[src/rtl/core/slfd_pkg.sv]
// ----------------------------------------------------------------------------
// slfd_pkg
// Shared types and constants of the sync/length frame deframer: result kinds,
// header codes, register indexes and reset values of the configuration.
// ----------------------------------------------------------------------------
package slfd_pkg;

  // Default receive buffer depth in bytes
  localparam int unsigned BufferBytesDefault = 1024;

  // Field widths
  localparam int unsigned ByteW   = 8;
  localparam int unsigned LenW    = 16;
  localparam int unsigned MaxLenW = 11;
  localparam int unsigned IndexW  = 10;
  localparam int unsigned FlenW   = 11;
  localparam int unsigned AddrW   = 4;
  localparam int unsigned DataW   = 32;

  // Configuration reset values
  localparam logic [ByteW-1:0]   SyncFirstReset  = 8'd90;
  localparam logic [ByteW-1:0]   SyncSecondReset = 8'd73;
  localparam logic [MaxLenW-1:0] MaxLenReset     = 11'd1000;

  // Header and terminator characters
  localparam logic [ByteW-1:0] AsciiQual = 8'h41;
  localparam logic [ByteW-1:0] AsciiLen  = 8'h33;
  localparam logic [ByteW-1:0] ChLf      = 8'h0A;
  localparam logic [ByteW-1:0] ChCr      = 8'h0D;

  // Register indexes (word address)
  typedef enum logic [1:0] {
    RegSyncFirst  = 2'd0,
    RegSyncSecond = 2'd1,
    RegMaxLength  = 2'd2
  } reg_idx_e;

  // Result kinds
  typedef enum logic [1:0] {
    KindPayload  = 2'd0,
    KindAsciiEnd = 2'd1,
    KindAbort    = 2'd2
  } kind_e;

  // Deframer phases, one-hot
  typedef enum logic [6:0] {
    PhHunt  = 7'b0000001,
    PhSync2 = 7'b0000010,
    PhQual  = 7'b0000100,
    PhLenLo = 7'b0001000,
    PhLenHi = 7'b0010000,
    PhBin   = 7'b0100000,
    PhAscii = 7'b1000000
  } phase_e;

endpackage

[src/rtl/core/slfd_if.sv]
// ----------------------------------------------------------------------------
// slfd_in_if / slfd_out_if
// Valid/ready channels of the deframer: received bytes in, results out.
// ----------------------------------------------------------------------------
interface slfd_in_if;
  logic                        valid;
  logic                        ready;
  logic [slfd_pkg::ByteW-1:0]  rx_byte;

  modport source (output valid, output rx_byte, input ready);
  modport sink   (input valid, input rx_byte, output ready);
endinterface

interface slfd_out_if;
  logic                         valid;
  logic                         ready;
  slfd_pkg::kind_e              kind;
  logic [slfd_pkg::ByteW-1:0]   byte_value;
  logic [slfd_pkg::IndexW-1:0]  byte_index;
  logic                         end_of_frame;
  logic [slfd_pkg::FlenW-1:0]   frame_length;
  logic [slfd_pkg::ByteW-1:0]   qualifier;
  logic                         ascii_frame;

  modport source (output valid, output kind, output byte_value, output byte_index,
                  output end_of_frame, output frame_length, output qualifier,
                  output ascii_frame, input ready);
  modport sink   (input valid, input kind, input byte_value, input byte_index,
                  input end_of_frame, input frame_length, input qualifier,
                  input ascii_frame, output ready);
endinterface

[src/rtl/core/sync_length_frame_deframer_unit.sv]
// ----------------------------------------------------------------------------
// sync_length_frame_deframer_unit
// Hunts for two sync bytes, latches qualifier and length, then emits payload
// bytes of binary frames, or of ascii frames ended by LF then CR; also end and abort results.
// ----------------------------------------------------------------------------
// Results are registered: a result appears on res_o in the cycle after its byte is accepted.
// Throughput: one byte per cycle unless a result waits untaken; the single state update per byte sets it.
// A waiting result does not block the next byte while res_o.ready is high.
// Reset: asynchronous, active low; hunting for the first sync byte,
// configuration back to its defaults, no result pending.
// ----------------------------------------------------------------------------
module sync_length_frame_deframer_unit #(
  parameter int unsigned BufferBytes = slfd_pkg::BufferBytesDefault
) (
  input  logic                          clk_i,
  input  logic                          rst_ni,
  // configuration port
  input  logic                          psel,
  input  logic                          penable,
  input  logic                          pwrite,
  input  logic [slfd_pkg::AddrW-1:0]    paddr,
  input  logic [slfd_pkg::DataW-1:0]    pwdata,
  output logic [slfd_pkg::DataW-1:0]    prdata,
  output logic                          pready,
  // streams
  slfd_in_if.sink                       rx_i,
  slfd_out_if.source                    res_o
);
  import slfd_pkg::*;

  localparam int unsigned CntW = $clog2(BufferBytes + 1);
  localparam int unsigned CmpW = ((CntW > LenW) ? CntW : LenW) + 1;
  localparam logic [CmpW-1:0] BufLimit = CmpW'(BufferBytes);

  // Configuration registers
  logic [ByteW-1:0]   sync_first_q, sync_second_q;
  logic [MaxLenW-1:0] max_len_q;
  logic               cfg_wr;
  reg_idx_e           cfg_idx;

  assign pready  = 1'b1;
  assign cfg_wr  = psel & penable & pwrite & pready;
  assign cfg_idx = reg_idx_e'(paddr[3:2]);

  // Write configuration on the access cycle
  always_ff @(posedge clk_i or negedge rst_ni) begin
    if (!rst_ni) begin
      sync_first_q  <= SyncFirstReset;
      sync_second_q <= SyncSecondReset;
      max_len_q     <= MaxLenReset;
    end else if (cfg_wr) begin
      case (cfg_idx)
        RegSyncFirst:  sync_first_q  <= pwdata[ByteW-1:0];
        RegSyncSecond: sync_second_q <= pwdata[ByteW-1:0];
        RegMaxLength:  max_len_q     <= pwdata[MaxLenW-1:0];
        default: ;
      endcase
    end
  end

  // Read back
  always_comb begin
    case (cfg_idx)
      RegSyncFirst:  prdata = DataW'(sync_first_q);
      RegSyncSecond: prdata = DataW'(sync_second_q);
      RegMaxLength:  prdata = DataW'(max_len_q);
      default:       prdata = '0;
    endcase
  end

  // Deframer state
  phase_e            phase_q, phase_d;
  logic [ByteW-1:0]  qual_q, qual_d;
  logic [ByteW-1:0]  len_lo_q, len_lo_d;
  logic [LenW-1:0]   exp_len_q, exp_len_d;
  logic [CntW-1:0]   cnt_q, cnt_d;
  logic [ByteW-1:0]  held_q, held_d;
  logic              held_vld_q, held_vld_d;

  // Result register
  logic              out_vld_q, out_vld_d;
  kind_e             kind_q, kind_d;
  logic [ByteW-1:0]  val_q, val_d;
  logic [IndexW-1:0] idx_q, idx_d;
  logic              eof_q, eof_d;
  logic [FlenW-1:0]  flen_q, flen_d;
  logic [ByteW-1:0]  oqual_q;
  logic              ascii_q, ascii_d;
  logic              emit;

  logic              accept;
  logic [ByteW-1:0]  b;
  logic [CmpW-1:0]   cnt_ext, cnt_inc, new_len, exp_ext;
  logic              hunt_hit;

  assign rx_i.ready = ~out_vld_q | res_o.ready;
  assign accept     = rx_i.valid & rx_i.ready;
  assign b          = rx_i.rx_byte;
  assign cnt_ext    = CmpW'(cnt_q);
  assign cnt_inc    = cnt_ext + CmpW'(1);
  assign new_len    = CmpW'({b, len_lo_q});
  assign exp_ext    = CmpW'(exp_len_q);
  assign hunt_hit   = (b == sync_first_q);

  // Next state and result for one received byte
  always_comb begin
    phase_d    = phase_q;
    qual_d     = qual_q;
    len_lo_d   = len_lo_q;
    exp_len_d  = exp_len_q;
    cnt_d      = cnt_q;
    held_d     = held_q;
    held_vld_d = held_vld_q;
    emit       = 1'b0;
    kind_d     = KindPayload;
    val_d      = '0;
    idx_d      = '0;
    eof_d      = 1'b0;
    flen_d     = '0;
    ascii_d    = 1'b0;
    case (phase_q)
      PhSync2: begin
        phase_d = (b == sync_second_q) ? PhQual : PhHunt;
      end
      PhQual: begin
        qual_d  = b;
        phase_d = PhLenLo;
      end
      PhLenLo: begin
        len_lo_d = b;
        phase_d  = PhLenHi;
      end
      PhLenHi: begin
        exp_len_d  = {b, len_lo_q};
        cnt_d      = '0;
        held_vld_d = 1'b0;
        if (qual_q != AsciiQual) begin
          if (new_len >= CmpW'(max_len_q) || new_len > BufLimit) phase_d = PhHunt;
          else phase_d = PhBin;
        end else begin
          if (len_lo_q != AsciiLen || b != AsciiLen) phase_d = PhHunt;
          else phase_d = PhAscii;
        end
      end
      PhBin: begin
        emit = 1'b1;
        if (exp_len_q == '0) begin
          // zero length: swallow the byte and abort
          phase_d = PhHunt;
          kind_d  = KindAbort;
        end else begin
          val_d = b;
          idx_d = cnt_ext[IndexW-1:0];
          cnt_d = cnt_inc[CntW-1:0];
          if (cnt_inc >= exp_ext) begin
            phase_d = PhHunt;
            eof_d   = 1'b1;
            flen_d  = exp_len_q[FlenW-1:0];
          end
        end
      end
      PhAscii: begin
        if (!held_vld_q) begin
          held_d     = b;
          held_vld_d = 1'b1;
        end else if (held_q == ChLf && b == ChCr) begin
          // terminator: close frame, rehunt on this byte
          emit       = 1'b1;
          kind_d     = KindAsciiEnd;
          flen_d     = cnt_ext[FlenW-1:0];
          ascii_d    = 1'b1;
          held_vld_d = 1'b0;
          phase_d    = hunt_hit ? PhSync2 : PhHunt;
        end else if (cnt_inc >= BufLimit) begin
          // buffer overflow: abort, rehunt on this byte
          emit       = 1'b1;
          kind_d     = KindAbort;
          ascii_d    = 1'b1;
          held_vld_d = 1'b0;
          phase_d    = hunt_hit ? PhSync2 : PhHunt;
        end else begin
          emit    = 1'b1;
          val_d   = held_q;
          idx_d   = cnt_ext[IndexW-1:0];
          ascii_d = 1'b1;
          cnt_d   = cnt_inc[CntW-1:0];
          held_d  = b;
        end
      end
      default: begin
        phase_d = hunt_hit ? PhSync2 : PhHunt;
      end
    endcase
  end

  // Hold a result until taken
  always_comb begin
    out_vld_d = out_vld_q;
    if (accept && emit) out_vld_d = 1'b1;
    else if (res_o.ready) out_vld_d = 1'b0;
  end

  // Control state
  always_ff @(posedge clk_i or negedge rst_ni) begin
    if (!rst_ni) begin
      phase_q    <= PhHunt;
      held_vld_q <= 1'b0;
      out_vld_q  <= 1'b0;
    end else begin
      out_vld_q <= out_vld_d;
      if (accept) begin
        phase_q    <= phase_d;
        held_vld_q <= held_vld_d;
      end
    end
  end

  // Frame data and result payload
  always_ff @(posedge clk_i) begin
    if (accept) begin
      qual_q    <= qual_d;
      len_lo_q  <= len_lo_d;
      exp_len_q <= exp_len_d;
      cnt_q     <= cnt_d;
      held_q    <= held_d;
    end
    if (accept && emit) begin
      kind_q  <= kind_d;
      val_q   <= val_d;
      idx_q   <= idx_d;
      eof_q   <= eof_d;
      flen_q  <= flen_d;
      oqual_q <= qual_q;
      ascii_q <= ascii_d;
    end
  end

  assign res_o.valid        = out_vld_q;
  assign res_o.kind         = kind_q;
  assign res_o.byte_value   = val_q;
  assign res_o.byte_index   = idx_q;
  assign res_o.end_of_frame = eof_q;
  assign res_o.frame_length = flen_q;
  assign res_o.qualifier    = oqual_q;
  assign res_o.ascii_frame  = ascii_q;

endmodule

[src/flat_wrapper.sv]
// flat-port wrapper written by rule: the top's interface ports become plain ports
module sync_length_frame_deframer_unit_flat import slfd_pkg::*;
#(
  parameter int unsigned BufferBytes = slfd_pkg::BufferBytesDefault
)
  (clk_i, rst_ni, psel, penable, pwrite, paddr, pwdata, prdata, pready, rx_i_valid, rx_i_rx_byte, rx_i_ready, res_o_valid, res_o_kind, res_o_byte_value, res_o_byte_index, res_o_end_of_frame, res_o_frame_length, res_o_qualifier, res_o_ascii_frame, res_o_ready);
  slfd_in_if rx_i_i ();
  slfd_out_if res_o_i ();
  input  logic clk_i;
  input  logic rst_ni;
  input  logic psel;
  input  logic penable;
  input  logic pwrite;
  input  logic [slfd_pkg::AddrW-1:0] paddr;
  input  logic [slfd_pkg::DataW-1:0] pwdata;
  output logic [slfd_pkg::DataW-1:0] prdata;
  output logic pready;
  input wire logic [$bits(rx_i_i.valid)-1:0] rx_i_valid;
  input wire logic [$bits(rx_i_i.rx_byte)-1:0] rx_i_rx_byte;
  output wire logic [$bits(rx_i_i.ready)-1:0] rx_i_ready;
  output wire logic [$bits(res_o_i.valid)-1:0] res_o_valid;
  output wire logic [$bits(res_o_i.kind)-1:0] res_o_kind;
  output wire logic [$bits(res_o_i.byte_value)-1:0] res_o_byte_value;
  output wire logic [$bits(res_o_i.byte_index)-1:0] res_o_byte_index;
  output wire logic [$bits(res_o_i.end_of_frame)-1:0] res_o_end_of_frame;
  output wire logic [$bits(res_o_i.frame_length)-1:0] res_o_frame_length;
  output wire logic [$bits(res_o_i.qualifier)-1:0] res_o_qualifier;
  output wire logic [$bits(res_o_i.ascii_frame)-1:0] res_o_ascii_frame;
  input wire logic [$bits(res_o_i.ready)-1:0] res_o_ready;
  assign rx_i_i.valid = rx_i_valid;
  assign rx_i_i.rx_byte = rx_i_rx_byte;
  assign rx_i_ready = rx_i_i.ready;
  assign res_o_valid = res_o_i.valid;
  assign res_o_kind = res_o_i.kind;
  assign res_o_byte_value = res_o_i.byte_value;
  assign res_o_byte_index = res_o_i.byte_index;
  assign res_o_end_of_frame = res_o_i.end_of_frame;
  assign res_o_frame_length = res_o_i.frame_length;
  assign res_o_qualifier = res_o_i.qualifier;
  assign res_o_ascii_frame = res_o_i.ascii_frame;
  assign res_o_i.ready = res_o_ready;
  sync_length_frame_deframer_unit #(.BufferBytes(BufferBytes)) u_core (.clk_i(clk_i), .rst_ni(rst_ni), .psel(psel), .penable(penable), .pwrite(pwrite), .paddr(paddr), .pwdata(pwdata), .prdata(prdata), .pready(pready), .rx_i(rx_i_i), .res_o(res_o_i));
endmodule
[config.mk]
export PLATFORM = sky130hd
export DESIGN_NAME = sync_length_frame_deframer_unit_flat
export DESIGN_NICKNAME = d
export VERILOG_FILES = /design/src/rtl/core/slfd_pkg.sv /design/src/rtl/core/slfd_if.sv /design/src/rtl/core/sync_length_frame_deframer_unit.sv /design/src/flat_wrapper.sv
export SDC_FILE = /design/constraint.sdc
export NUM_CORES = 1
export LEC_CHECK = 0
export BUFFER_PORTS_ARGS = -buffer_cell sky130_fd_sc_hd__buf_2
export CELL_PAD_IN_SITES_DETAIL_PLACEMENT = 1
export CELL_PAD_IN_SITES_GLOBAL_PLACEMENT = 1
export CORE_UTILIZATION = 47
export CTS_BUF_LIST = sky130_fd_sc_hd__clkbuf_8 sky130_fd_sc_hd__clkbuf_16
export DETAILED_ROUTE_END_ITERATION = 10
export GPL_ROUTABILITY_DRIVEN = 1
export GPL_TIMING_DRIVEN = 0
export PLACE_DENSITY = 0.95
export SLEW_MARGIN = 20
export SYNTH_ARGS = -nofsm -noshare
export SYNTH_HDL_FRONTEND = slang
export SYNTH_SLANG_ARGS = --single-unit
[constraint.sdc]
create_clock -name clk_i -period 6.3 [get_ports clk_i]
set_input_delay 1.26 -clock clk_i [delete_from_list [all_inputs] [get_ports clk_i]]
set_output_delay 1.26 -clock clk_i [all_outputs]
set_load 0.01 [all_outputs]
Yosys cells after proc, flatten, opt, wreduce, memory -nomap -nowiden
Cells that the tools add are included.
- word-level logic and storage cells: 121
- input port bits: 51
- output and inout bits: 76
- bits in registers: 128
- mux-type cells: 49
- $add $sub $neg: 1
- magnitude comparators: 4
- reduce and logical (&&, ||, !) cells: 20
- bitwise gates (word level): 6
- eq/ne operators: 23
- operator list (operator ; number):
    2-to-1 mux 11 bit ; 8
    one-hot mux 11 bit (3 select lines) ; 2
    2-to-1 mux 8 bit ; 7
    2-to-1 mux 7 bit ; 7
    one-hot mux 7 bit (6 select lines) ; 1
    2-to-1 mux 10 bit ; 4
    one-hot mux 11 bit (2 select lines) ; 1
    one-hot mux 10 bit (2 select lines) ; 1
    greater-or-equal comparator 17 x 11 -> 1 bit, second input constant ; 1
    greater-or-equal comparator 17 x 16 -> 1 bit ; 1
    equality test 8 x 4 -> 1 bit, second input constant ; 2
    equality test 8 bit ; 2
    greater-or-equal comparator 16 x 11 -> 1 bit ; 1
    > comparator 16 x 11 -> 1 bit, second input constant ; 1
    logical NOT 16 bit ; 1
    inequality test 8 x 6 -> 1 bit, second input constant ; 2
    one-hot mux 8 bit (2 select lines) ; 1
    AND reduction 2 bit ; 7
    adder 11 x 1 -> 12 bit, second input constant ; 1
    2-to-1 mux 2 bit ; 5
    inequality test 2 bit, second input constant ; 5
    inequality test 8 x 7 -> 1 bit, second input constant ; 1
    AND reduction 4 bit ; 2
    equality test 7 x 2 -> 1 bit, second input constant ; 1
    24 further kinds ; 38

Depth between registers and ports, before layout
- depth after elaboration: 6
- gate-level depth with buffers: 12
- gate-level depth less buffers: 12

Worst setup path after synthesis
No wires, ideal clock.
- path type: input-to-reg
- from: input port rx_i_rx_byte[3]
- to: register u_core.cnt_q[0], enable pin
- data required time: 5.859 ns
- slack: 1.902 ns
- arrival: 3.957 ns
- stages: 6
- buffers on the path: 1
- library setup time: 0.441 ns
- cell sequence: clkbuf_1 nand4_1 nor3_1 nor3b_4 nor2_1 a2111oi_0
- word-level cells in the longest chain between the ends: 4
- RTL lines (item ; line ; source):
    start, declared ; flat_wrapper.sv:19 ; input wire logic [$bits(rx_i_i.rx_byte)-1:0] rx_i_rx_byte;
    equality test 8 x 4 -> 1 bit ; sync_length_frame_deframer_unit.sv:166 ; end else if (held_q == ChLf && b == ChCr) begin
    logical AND 1 bit ; sync_length_frame_deframer_unit.sv:166 ;
    inequality test 2 bit (no line) ; n/a ;
    AND reduction 6 bit (no line) ; n/a ;
    end signal, assigned ; sync_length_frame_deframer_unit.sv:224 ; cnt_q <= cnt_d;
    end, declared ; sync_length_frame_deframer_unit.sv:76 ; logic [CntW-1:0] cnt_q, cnt_d;
No other way between the ends.
A chain may end at the register's enable or synchronous reset.

Worst setup path in the final report
- from: input port paddr[3] in the netlist's numbering
- to: output port prdata[5] in the netlist's numbering
- word-level cells in the longest chain between the ends: 2
- elaborated cells on any way between the ends: 4
- classes of those cells: 2 x eq/ne; 1 x mux; 1 x reduce/logical
- RTL lines (item ; line ; source):
    start, declared ; flat_wrapper.sv:14 ; input logic [slfd_pkg::AddrW-1:0] paddr;
    equality test 2 bit, or another cell as far along ; sync_length_frame_deframer_unit.sv:63 ; case (cfg_idx)
    one-hot mux 11 bit (3 select lines) * ; sync_length_frame_deframer_unit.sv:63 ;
    end, declared ; flat_wrapper.sv:16 ; output logic [slfd_pkg::DataW-1:0] prdata;
Mark *: on every way between the ends. The rest lies on a longest branch, timed or not.

==> results by stage <==
Timing:
- The smallest clock period supported by the final layout is computed as 4.09 ns.
- Adding up every negative setup slack in the final design gives 0 ns.
- Clock skew on the completed layout was measured at approximately 0.008 ns.
- The number of pins exceeding their max-slew limit in the final report is 0.
- The highest achievable clock rate is ~240 MHz.
- Setup violations remaining at the end of the flow were counted as 0.
- The worst max-slew margin expressed relative to the limit is 35.6%.
- The count of final hold-check violations is 0.
- Setup repair after global routing left no endpoint under its margin.
- For the pin with the worst max-slew slack, the measured transition is 0.964 ns.
- The final cycle utilization of the critical path is 64.9%.

CTS:
- The number of clock buffers added by TritonCTS is 17.
- The H-tree was split into 4 levels.
- The clock transition at the registers of the reported paths is 0.05 ns.
- CTS placed an instance of clkbuf_16 at the clock tree root.
- The post-CTS setup buffer count is 0.
- Gates resized during post-CTS repair numbered 0.
- The post-cts hold buffer count is 0.
- No sink is reached through more buffers than the 2 on the longest clock path.
- TritonCTS built the clock tree.
- The number of sinks on the clock net is 128.
- For the worst-skew pair, the clock arrives at the later sink with an insertion delay of between 0.4 and 0.5 ns.

Finish:
- The relative area change from synthesis to final layout is 21.0%.
- The fraction of final layout cells sized beyond drive strength 1 is 29.6%.
- The antenna diode count is 0.
- The utilization after layout is 58.9%.
- For this run, the post-layout net count is 688.
- The final design instance area without fill is about 0.0075 mm².

Drt:
- Using the TritonRoute via totals, the vias-per-cell ratio works out to 5.70.
- The routed layout has 4534 vias.
- Detailed routing placed a total of 933 µm of wire on met3.
- The first TritonRoute pass finished after 5 iterations.
- The DRC violation count after routing is 0.
- In the final routed layout, each cell accounts on average for 20.9 µm.
- Detailed routing placed a total of 8870 µm of wire on met2.
- The highest layer touched by signal routing is met4.
- The wire length on met1 is about 6100 µm.
- The final wirelength is 16600 µm.
- The count of antenna-violating nets left after detailed routing is 0.
- The number of DRC markers in iteration 0 is 335.

Flow run:
- Across the run, the number of max-cap violations was 0.

Hold path:
- The origin of the worst min-delay path is u_core.qual_q[0].
- The capture endpoint of the worst hold path is u_core.res_o.qualifier[0].
- The depth of the worst hold-timing path is 0.
- The classification of the worst-slack hold path is reg -> reg.

Logic synthesis:
- The cell count after synthesis came out at 490.
- The cell area after technology mapping is 0.00619 mm².
- The distinct cell type count of the synthesized netlist is 54.
- The area share of the largest cell type after synthesis is 44.6%.
- The synthesized netlist devotes 4.85% of its cell area to adder and majority cells.
- The register bit count reported by yosys is around 130.
- Of all cell types, the one taking the most synthesized area is edfxtp_1.
- The share of the synthesized netlist area taken by xor and xnor gates is approximately 3.7%.
- In the synthesized netlist the dominant register cell turns out to be edfxtp_1.
- A synthesized cell averages 12.6 µm².
- The total of warnings raised by yosys is 0.
- After synthesis, the share of cell area in mux cells is 5.62%.
- The synthesized netlist devotes 7.86% of its cell area to compound gates.
- The count of flip-flops with a built-in enable after synthesis is roughly 90.
- After synthesis, the cell types taking the most area are edfxtp_1 (45%), dfrtp_1 (8.9%), dfstp_2 (5.9%).
- The fraction of the mapped netlist area in simple logic gates is 13.1%.
- The sequential-to-total area share from yosys stat is 59.4%.
- The dominant combinational cell family by area after synthesis is simple AND/OR/NAND/NOR gates.
- Counting flops with an async set or reset pin after synthesis yields a share of 28.1%.

Global routing:
- Entering global routing, the biggest net connects 37 pins.
- The first global-routing pass estimated around 26000 µm of wire.
- The number of global-route vias before repair is 4692.
- After global routing the overflow that remains totals 0.
- The all-layer global routing usage is 25.9%.
- The initial antenna violation count is 0.

Pwr:
- The leakage power total is 0.00308 µW.
- The power dissipated by switching net loads is 495 µW.
- The power density of the placed cells is 281 mW/mm².
- Registers are responsible for 47.1% of the overall power.
- The internal power component is 1610 µW.
- The share of power burned in combinational logic is under 10%.
- The switching power as a share of total power is 23.5%.
- VDD sags by at most 0.169 mV.
- The proportion of power drawn by the clock network is a little over two fifths.

Floorplanning:
- The area of the core is 0.0127 mm².
- approximately 130 I/O pins were placed.
- The full die area is 0.0136 mm².
- The row count is 41.
- Measured along the y axis, the die boundary spans roughly 120 µm.
- The die is 117 µm wide.
- Once the floorplan was initialized, standard cells occupied 48.7% of the core.

Place:
- The last weighted congestion value of the routability-driven placer is 0.900.
- After detailed placement, the total cell area comes to roughly 0.0069 mm².
- The estimated wirelength of the detail-placed design is 11700 µm.
- The number of port buffers is 81.

Critical path:
- The worst endpoint required time is about 5.0 ns.
- The worst-case register-to-register setup slack is 2.52 ns.
- The kind of launch point of the worst setup path is an input port.
- STA classifies the critical path endpoint as an output port.
- Data on the critical path arrives at its endpoint at approximately 2.8 ns.
- The maximum net fanout on the critical path is 10.
- The worst register-to-register path ends at u_core.cnt_q[5].
- The depth of the most critical reg-to-reg path is 8.
- The origin of the critical flop-to-flop path is u_core.cnt_q[0].
- The critical path is of the in -> out type.

Run status:
- The flow ran to the end, and the final reports show no timing, DRC or antenna violations.
routing by layer:
layer | track usage (%) | vias up
li1 | - | 2002
met1 | 29.2 | 2272
met2 | 45.5 | 203
met3 | 5.82 | 57
met4 | 14.5 | 0
met5 | 0 | -
worst max-delay path by stage:
stage / from / to / slack (ns)
final: paddr[3] / prdata[5] / 2.21
after global routing: paddr[3] / prdata[7] / 2.11
after floorplan: rx_i_rx_byte[3] / u_core.cnt_q[0] / 1.90
after global placement: rx_i_rx_byte[3] / u_core.cnt_q[5] / 0.51
after CTS: paddr[3] / prdata[5] / 2.25
after detailed placement: rx_i_rx_byte[5] / u_core.cnt_q[10] / 2.27
synthesized netlist by cell type (all sizes together) (14+ instances only):
| master | count |
|---|---|
| edfxtp | 92 |
| nand2 | 33 |
| inv | 27 |
| buf | 26 |
| o21ai | 26 |
| ha | 24 |
| nor2b | 23 |
| dfrtp | 22 |
| mux2 | 22 |
| a22o | 19 |
| nor2 | 17 |
| xnor2 | 16 |
| dfstp | 14 |
| nor4 | 14 |
flip-flops by register name (all words and copies together) (netlist names), 10 cells and up:
register and count:
u_core.max_len_q 11, u_core.exp_len_q 16, u_core.res_o.frame_length 11, u_core.cnt_q 11, u_core.res_o.byte_index 10
cell type report:
cell class,instances,area (µm²)
inverters,27,101
flip-flops and latches,128,3680
clock inverters,13,110
repair buffers,84,435
well taps,172,215
multi-input cells,319,2290
plain buffers,36,229
clock buffers,17,425
fillers,1340,5230
metrics by stage:
| stage | total power [µW] | cells | hold WS, ns | setup slack, ns |
|---|---|---|---|---|
| floorplan | 1130 | 510 | 0.418 | 1.90 |
| global placement | 1180 | 763 | 0.425 | 0.506 |
| detailed placement | 1200 | 766 | 0.437 | 2.27 |
| CTS | 2110 | 796 | 0.451 | 2.25 |
| global route | 2170 | 796 | 0.464 | 2.11 |
| finish | 2110 | 796 | 0.447 | 2.21 |
placed cells by master (no fill, tap or decap), types with 10 or more instances in the layout:
| cell | instances |
|---|---|
| dfstp_2 | 14 |
| buf_2 | 85 |
| edfxtp_1 | 92 |
| inv_1 | 32 |
| nor2b_1 | 23 |
| clkbuf_16 | 17 |
| buf_4 | 22 |
| dfrtp_1 | 22 |
| nand3_1 | 11 |
| nor2_1 | 14 |
| conb_1 | 22 |
| xnor2_1 | 16 |
| mux2_2 | 22 |
| nand2_1 | 33 |
| mux2i_1 | 10 |
| xor2_1 | 10 |
| o21ai_0 | 26 |
| ha_1 | 24 |
| nor4_1 | 12 |
| a22o_1 | 19 |
kinds of logic after synthesis:
| logic type | Yosys count |
|---|---|
| other | 2 |
| AO/OA/AOI/OAI | 70 |
| adder cells (fa/ha/maj) | 24 |
| XOR/XNOR | 26 |
| multiplexers | 32 |
| buffers and inverters | 63 |
| flip-flops | 128 |
| AND/OR/NAND/NOR | 145 |
worst max-delay path, stage by stage:
cell	delay, ns
buf_2	0.11
clkbuf_1	0.33
nor2b_1	0.21
clkbuf_1	0.45
nand2_1	0.17
o21ai_0	0.13
buf_2	0.17
power by group through the flow:
stage / Combinational [µW] / Clock, µW / Sequential [µW]
global placement: 183 / 0 / 1000
floorplan: 133 / 0 / 993
finish: 207 / 907 / 992
global route: 226 / 944 / 996
CTS: 205 / 911 / 991
detailed placement: 197 / 0 / 1010
Note: power is estimated with default switching activity, not from simulation.
